<file path="src/design/prnp_pkg.sv">
// Package of shared types for the polygon ring normal and plane unit.
`timescale 1ns / 1ps
`default_nettype none
package prnp_pkg;

   typedef enum logic [4:0] {
      S_LOAD, S_BOX_RD, S_BOX_UP, S_HIT_RD, S_HIT_UP, S_NRM_RD, S_NRM_CHK,
      S_RD_M, S_RD_P, S_CAP_P, S_XMUL, S_XSUB, S_SQMUL, S_SQADD, S_SQRT,
      S_ROOT_CHK, S_DIV_INIT, S_DIV, S_NEXT, S_FIN, S_DMUL, S_DADD, S_OUT
   } state_type;

   typedef enum logic [4:0] {
      CMD_LOAD, CMD_BOX_RD, CMD_BOX_UP, CMD_HIT_RD, CMD_HIT_UP, CMD_NRM_RD,
      CMD_NRM_CHK, CMD_RD_M, CMD_RD_P, CMD_CAP_P, CMD_XMUL, CMD_XSUB,
      CMD_SQMUL, CMD_SQADD, CMD_SQRT, CMD_ROOT_CHK, CMD_DIV_INIT, CMD_DIV,
      CMD_NEXT, CMD_FIN, CMD_DMUL, CMD_DADD, CMD_OUT
   } cmd_type;

   typedef struct packed {
      logic end_fire;
      logic last;
      logic big_ring;
      logic hit_match;
      logic root_zero;
      logic sqrt_done;
      logic div_done;
      logic comp_last;
      logic out_free;
   } status_type;

endpackage
`default_nettype wire

</file>
<file path="src/design/prnp_ctrl.sv">
// Sequencing state machine of the polygon ring normal and plane unit.
`timescale 1ns / 1ps
`default_nettype none
module prnp_ctrl
   import prnp_pkg::*;
(
   input  wire logic       clock,
   input  wire logic       reset,
   input  wire status_type status,
   output      cmd_type    cmd
);
   state_type state_ff, state_in;

   always_ff @(posedge clock) begin
      if (reset) begin
         state_ff <= S_LOAD;
      end else begin
         state_ff <= state_in;
      end
   end

   always_comb begin
      state_in = state_ff;
      unique case (state_ff)
         S_LOAD:     if (status.end_fire) state_in = S_BOX_RD;
         S_BOX_RD:   state_in = S_BOX_UP;
         S_BOX_UP:   state_in = status.last ? S_HIT_RD : S_BOX_RD;
         S_HIT_RD:   state_in = S_HIT_UP;
         S_HIT_UP: begin
            if (!status.last) state_in = S_HIT_RD;
            else if (status.big_ring) state_in = S_NRM_RD;
            else state_in = S_FIN;
         end
         S_NRM_RD:   state_in = S_NRM_CHK;
         S_NRM_CHK:  state_in = status.hit_match ? S_RD_M : S_NEXT;
         S_RD_M:     state_in = S_RD_P;
         S_RD_P:     state_in = S_CAP_P;
         S_CAP_P:    state_in = S_XMUL;
         S_XMUL:     state_in = S_XSUB;
         S_XSUB:     state_in = S_SQMUL;
         S_SQMUL:    state_in = S_SQADD;
         S_SQADD:    state_in = S_SQRT;
         S_SQRT:     if (status.sqrt_done) state_in = S_ROOT_CHK;
         S_ROOT_CHK: state_in = status.root_zero ? S_NEXT : S_DIV_INIT;
         S_DIV_INIT: state_in = S_DIV;
         S_DIV: begin
            if (status.div_done) state_in = status.comp_last ? S_NEXT : S_DIV_INIT;
         end
         S_NEXT:     state_in = status.last ? S_FIN : S_NRM_RD;
         S_FIN:      state_in = S_DMUL;
         S_DMUL:     state_in = S_DADD;
         S_DADD:     state_in = S_OUT;
         S_OUT:      if (status.out_free) state_in = S_LOAD;
         default:    state_in = S_LOAD;
      endcase
   end

   always_comb begin
      unique case (state_ff)
         S_LOAD:     cmd = CMD_LOAD;
         S_BOX_RD:   cmd = CMD_BOX_RD;
         S_BOX_UP:   cmd = CMD_BOX_UP;
         S_HIT_RD:   cmd = CMD_HIT_RD;
         S_HIT_UP:   cmd = CMD_HIT_UP;
         S_NRM_RD:   cmd = CMD_NRM_RD;
         S_NRM_CHK:  cmd = CMD_NRM_CHK;
         S_RD_M:     cmd = CMD_RD_M;
         S_RD_P:     cmd = CMD_RD_P;
         S_CAP_P:    cmd = CMD_CAP_P;
         S_XMUL:     cmd = CMD_XMUL;
         S_XSUB:     cmd = CMD_XSUB;
         S_SQMUL:    cmd = CMD_SQMUL;
         S_SQADD:    cmd = CMD_SQADD;
         S_SQRT:     cmd = CMD_SQRT;
         S_ROOT_CHK: cmd = CMD_ROOT_CHK;
         S_DIV_INIT: cmd = CMD_DIV_INIT;
         S_DIV:      cmd = CMD_DIV;
         S_NEXT:     cmd = CMD_NEXT;
         S_FIN:      cmd = CMD_FIN;
         S_DMUL:     cmd = CMD_DMUL;
         S_DADD:     cmd = CMD_DADD;
         S_OUT:      cmd = CMD_OUT;
         default:    cmd = CMD_LOAD;
      endcase
   end
endmodule
`default_nettype wire

</file>
<file path="config.mk">
export PLATFORM = sky130hd
export DESIGN_NAME = prnp_ctrl
export DESIGN_NICKNAME = d
export VERILOG_FILES = /design/src/design/prnp_pkg.sv /design/src/design/prnp_ctrl.sv
export SDC_FILE = /design/constraint.sdc
export NUM_CORES = 1
export LEC_CHECK = 0
export BUFFER_PORTS_ARGS = -buffer_cell sky130_fd_sc_hd__clkbuf_2
export CORE_AREA = 5 5 42 44
export DETAILED_ROUTE_END_ITERATION = 12
export DIE_AREA = 0 0 47 49
export GPL_TIMING_DRIVEN = 0
export PLACE_DENSITY_LB_ADDON = 0.05
export SLEW_MARGIN = 20
export SYNTH_ARGS = -nofsm -noshare
export SYNTH_HDL_FRONTEND = slang
export SYNTH_SLANG_ARGS = --single-unit
</file>
<file path="constraint.sdc">
create_clock -name clock -period 2.8 [get_ports clock]
set_clock_uncertainty 0.2 [all_clocks]
set_input_delay 0.56 -clock clock [delete_from_list [all_inputs] [get_ports clock]]
set_output_delay 0.56 -clock clock [all_outputs]
set_load 0.05 [all_outputs]
</file>
==> results of run 1 <==
final timing paths:
check                                                 to  slack, ns  cells after the start
worst max-delay path                      cmd[1]$_DFF_P_       0.97                      5
worst max register to register            cmd[1]$_DFF_P_       0.97                      5
worst min register to register         cmd[4]$_SDFF_PP0_       0.52                      3
worst min-delay path            state_ff[0]$_SDFFE_PP0N_       0.46                      3
cell usage in the layout, fill, tap and decap left out, types with 3 or more instances in the layout:
cell	count
dfxtp_1	10
clkbuf_2	14
clkbuf_1	3
nand2b_1	4
clkbuf_4	3
nor3b_1	4
nor2_1	3
nor3_1	3
nand3_1	3
a21oi_1	6
a21o_1	3
o21ai_0	4
state kept, by name, summed over array words and instances (netlist names):
name / count
state_ff: 5
cmd: 5
Yosys cell counts, types with 2 or more instances:
cell type,n,area share (%)
inv_1,2,1.2
nand3_1,3,2.3
nor2_1,3,1.8
clkbuf_1,3,1.8
a31oi_1,2,1.9
nand2b_1,4,3.9
nand2_1,2,1.2
a211o_1,2,2.7
and3b_1,2,2.7
nor3_1,3,2.3
or3_1,2,1.9
a21oi_1,6,4.7
dfxtp_1,10,31
a21o_1,3,3.5
o21ai_0,4,3.1
buf_2,2,1.6
or4b_1,2,3.1
nor3b_1,4,4.7
o21ai_2,2,2.7
o22ai_1,2,1.9
metrics by stage:
step / cell area [sq um] / power [uW] / hold slack (ns)
6_report: 768.2 / 348.2 / 0.4579
2_1_floorplan: 641.9 / 205.6 / 0.4195
3_3_place_gp: 732.0 / 224.6 / 0.4881
5_1_grt: 768.2 / 369.6 / 0.4554
4_1_cts: 768.2 / 349.9 / 0.4535
3_5_place_dp: 732.0 / 224.8 / 0.5028
area by class of cell:
| class | instances | share of cell area (%) |
|---|---|---|
| multi-input cells | 59 | 51.79 |
| clock buffers | 4 | 4.723 |
| repair buffers | 14 | 9.121 |
| flip-flops and latches | 10 | 26.06 |
| inverters | 2 | 0.9772 |
| well taps | 16 | 2.606 |
| plain buffers | 7 | 4.723 |
critical path, stage by stage, from the launching register on:
cell	delay, ns
dfxtp_1	0.49
buf_2	0.27
nor3b_1	0.22
o21ai_0	0.10
a32oi_1	0.31
o22ai_1	0.11
logic make-up (layout without fill, tap and decap cells):
logic type,after synthesis,after routing
AND/OR/NAND/NOR,30,30
AO/OA/AOI/OAI,28,28
flip-flops,10,10
buffers and inverters,9,27
XOR/XNOR,1,1
power breakdown:
part	total, uW	switching (uW)	internal, uW
clock	125	46.5	78.8
sequential	154	5.34	148
combinational	69.1	42.0	27.1
total	348	93.8	254
routing by layer:
layer / vias up / track usage [%] / share of wire, %
met5: - / 0 / 0
met4: 0 / 2.765 / 0
met3: 0 / 4.428 / 5.3
met2: 28 / 20.36 / 46
met1: 302 / 21.15 / 49
li1: 330 / - / -
==> flow_metrics.tcl, run 1 <==
set metrics [dict create \
    place.port_buffers 14 \
    die_h_um 49 \
    vias 660 \
    fmax_ghz 0.5459 \
    critPathLaunch "state_ff[0]$_SDFFE_PP0N_" \
    synth-compound-area-share_pct 29.82 \
    finalSetupViolCount 0 \
    netlist_area_sq_um 641.9 \
    yosysSeqAreaShare_pct 31.19 \
    post_synth_xor_area_fraction_pct 1.365 \
    crit_type "reg -> reg" \
    n_fill_cell 147 \
    cts_tree "yes" \
    ys_warn_count 0 \
    pre_cts_slack_ns 0.8594 \
    start_util_pct 45.80 \
    vdd_drop_max_uv 474.5 \
    hold_start "status[2]" \
    cts-root-buf "clkbuf_4" \
    via_per_inst 5.893 \
    final_layout_size_suffix_gt1_share_pct 27.08 \
    post-route-period-util_pct 65.43 \
    synthToLayoutAreaGrowth_pct 19.69 \
    syn_nets 89 \
    period_needed_ns 1.832 \
    fin_cells 112 \
    synthArstFlopShare_pct 0 \
    num_rows 14 \
    rsz0062_at_grt "false" \
    seq_area_sq_um 200.2 \
    synth-edff-count 0 \
    ant_nets 0 \
    synth.ff_latch_count 10 \
    nNetsFinal 108 \
    grt_pass1_wl_um 2511 \
    r2r-start "state_ff[0]$_SDFFE_PP0N_" \
    h-tree-depth 1 \
    finish.utilization_pct 54.82 \
    ctsResizeCount 0 \
    cts.sinks 10 \
    path_clk_slew_ns 0.06 \
    drv_slew 0 \
    synth_cell_type_count 35 \
    syn_avg_cell_area_sq_um 8.229 \
    drv_cap 0 \
    synthFlopType "dfxtp_1" \
    drc 0 \
    multi_input_area_sq_um 397.9 \
    grtUsageTotal_pct 14.38 \
    crit_required_ns 2.73 \
    synthAdderAreaFrac_pct 0 \
    grt.overflow.total 0 \
    p_per_area_nw_per_um2 453.2 \
    crit_arrival_ns 1.76 \
    synthMuxAreaShare_pct 0 \
    grt_antenna_before_repair 0 \
    tns_ns 0 \
    antennaDiodeCount 0 \
    drt_iter0_markers 22 \
    dp_hpwl_um 1168 \
    cts_made_buffers 3 \
    setup.worst_path.end_class "flop" \
    post-cts-setup-buffers 0 \
    fp.dieW_um 47 \
    slew-limit-headroom_pct 67.95 \
    cp_max_fo 10 \
    hp-class "in -> reg" \
    io_pins 16 \
    grt_start_max_net_pins 11 \
    gp_congestion 0.7689 \
    synth-simple-area-share_pct 30.80 \
    dp_cells 108 \
    coreArea_sq_um 1401 \
    synth_top_family_by_area "simple AND/OR/NAND/NOR gates" \
    die_area_sq_um 2303 \
    insertion_delay_ns 0.26 \
    hold_viol_final 0 \
    leakagePower_uw 0.0003139 \
    grt_pass1_vias 562 \
    cts_hold_buf 0 \
    wl_um 1531 \
    synthCells 78 \
    max-clock-path-buffers 2 \
    firstDrtPassIters 4 \
    fin_ws_ns 0.9680 \
    status "finished clean" \
    start_kind "flop" \
    wl_per_cell_um 13.67 \
    worst-slew-pin-transition_ns 0.4787 \
]
Note: power is estimated with default switching activity, not from simulation.
==> run 2: changes to the inputs <==
- CORE_AREA: 5 5 42 44 -> default
- CORE_MARGIN: default -> 5
- CORE_UTILIZATION: default -> 45
- DIE_AREA: 0 0 47 49 -> default
- clock period: 2.8 -> 1.58 ns (I/O delays scaled with it)
==> run 2 against run 1 <==
- the flow now finishes with violations (negative setup slack)
- power up 68%
- register-to-register slack worse by 1.1 ns
- first-iteration DRC count down 41%
- sequential cell count unchanged
- largest cell class unchanged
- largest power group unchanged
- highest routed layer is now met4
==> flow_metrics.tcl, run 2 (synthesized netlist as in run 1, its figures left out) <==
set metrics [dict create \
    status "finished, violations left" \
    grtUsageTotal_pct 17.66 \
    worst-slew-pin-transition_ns 0.4470 \
    vdd_drop_max_uv 614.6 \
    place.port_buffers 14 \
    crit_type "reg -> reg" \
    crit_arrival_ns 1.70 \
    grt_pass1_vias 627 \
    layout_commonest_cell "clkbuf_2" \
    post-route-period-util_pct 107.7 \
    rsz0062_at_grt "true" \
    gp_congestion 0.7767 \
    p_seq_share_pct 47.0 \
    firstDrtPassIters 4 \
    grt_start_max_net_pins 14 \
    h-tree-depth 1 \
    vias 676 \
    synthToLayoutAreaGrowth_pct 33.72 \
    p_comb_share_pct 24.4 \
    hold_depth 3 \
    drv_cap 0 \
    via_per_inst 6.036 \
    ant_nets 0 \
    r2r-start "state_ff[4]$_SDFFE_PP0N_" \
    cp_max_fo 6 \
    coreArea_sq_um 1318 \
    hold_end "cmd[0]$_DFF_P_" \
    drt_iter0_markers 13 \
    path_clk_slew_ns 0.06 \
    leakagePower_uw 0.0003535 \
    dp_cells 107 \
    drc 0 \
    nNetsFinal 110 \
    finalSetupViolCount 4 \
    die_area_sq_um 2282 \
    cts-root-buf "clkbuf_4" \
    violations "negative setup slack" \
    hold_start "status[2]" \
    grt.overflow.total 0 \
    fin_hold_ws_ns 0.1968 \
    fmax_ghz 0.5875 \
    hold_viol_final 0 \
    max-clock-path-buffers 2 \
    fin_ws_ns -0.1222 \
    start_kind "flop" \
    pwr-share-clk_pct 28.7 \
    setup.worst_path.end_class "flop" \
    fin_cells 112 \
    cts_tree "yes" \
    final_layout_size_suffix_gt1_share_pct 45.36 \
    drv_slew 0 \
    antennaDiodeCount 0 \
    final_cell_mix "clkbuf_2, buf_4, a21oi_1, dfxtp_1" \
    wl_um 1768 \
    reg2reg_slack_ns -0.12 \
    grt_antenna_before_repair 0 \
    switching_share_pct 29.86 \
    rr_endpoint "state_ff[4]$_SDFFE_PP0N_" \
    wl_per_cell_um 15.79 \
    worstRegToRegCells 4 \
    finalPower_uw 585.0 \
    start_util_pct 48.72 \
    p_int_uw 410.4 \
    insertion_delay_ns 0.26 \
    hp-class "in -> reg" \
    cts.sinks 10 \
    dp_hpwl_um 1236 \
    switchingPower_uw 174.7 \
    crit_required_ns 1.57 \
    tns_ns -0.2295 \
    io_pins 16 \
    slew-limit-headroom_pct 70.20 \
    die_h_um 47.77 \
    cts_hold_buf 0 \
    grt_pass1_wl_um 2780 \
    cts_made_buffers 3 \
    period_needed_ns 1.702 \
    num_rows 13 \
    fp.dieW_um 47.77 \
    p_per_area_nw_per_um2 681.6 \
]
==> run 2: timing repair <==
item,4_1_cts,5_1_grt
buffers inserted,2,2
gates resized for setup,14,10
setup endpoints to repair,8,8
gates cloned,0,0
pin swaps,6,2
==> run 2: power by group through the flow <==
| stage | clock network, uW | logic (uW) | registers [uW] |
|---|---|---|---|
| after floorplan | 0 | 73.3 | 295 |
| after global placement | 0 | 124 | 278 |
| after detailed placement | 0 | 126 | 277 |
| after CTS | 173 | 129 | 274 |
| after global routing | 187 | 155 | 276 |
| final | 168 | 142 | 275 |
==> run 2: metal layers <==
metal | wire length (um) | share of wire (%) | track usage [%]
met5 | 0 | 0 | 0
met4 | 66 | 3.7 | 6.452
met3 | 137 | 7.7 | 6.767
met2 | 818 | 46 | 26.39
met1 | 745 | 42 | 23.02
==> run 2: layout make-up <==
| cell class | instances | area, sq um |
|---|---|---|
| fill | 127 | 459.2 |
| buffer | 5 | 31.28 |
| timing repair buffer | 18 | 100.1 |
| multi-input combinational | 59 | 466.7 |
| clock buffer | 3 | 22.52 |
| sequential | 10 | 211.5 |
| inverter | 2 | 7.507 |
| tap | 15 | 18.77 |
==> run 2: worst max-delay path: stages (launching register included) <==
cell	delay [ns]
dfxtp_2	0.35
or4b_1	0.52
a211o_1	0.30
o311a_4	0.14
o21ai_2	0.13
==> run 2: worst max-delay path by stage <==
stage	startpoint	end	depth (start not counted)
5_1_grt	state_ff[4]$_SDFFE_PP0N_	state_ff[4]$_SDFFE_PP0N_	4
3_5_place_dp	state_ff[4]$_SDFFE_PP0N_	state_ff[0]$_SDFFE_PP0N_	5
6_report	state_ff[4]$_SDFFE_PP0N_	state_ff[4]$_SDFFE_PP0N_	4
2_1_floorplan	state_ff[1]$_SDFFE_PP0N_	cmd[4]$_SDFF_PP0_	5
3_3_place_gp	state_ff[4]$_SDFFE_PP0N_	cmd[0]$_DFF_P_	5
4_1_cts	state_ff[4]$_SDFFE_PP0N_	state_ff[4]$_SDFFE_PP0N_	4
==> run 2: through the flow <==
| step | worst slack (ns) | area, sq um | util [%] |
|---|---|---|---|
| 4_1_cts | -0.1211 | 807.0 | 61.25 |
| 3_5_place_dp | -0.2503 | 753.2 | 57.17 |
| 5_1_grt | -0.1410 | 858.3 | 65.15 |
| 3_3_place_gp | -0.2242 | 753.2 | 57.17 |
| 2_1_floorplan | -0.06051 | 664.4 | - |
| 6_report | -0.1222 | 858.3 | 65.15 |
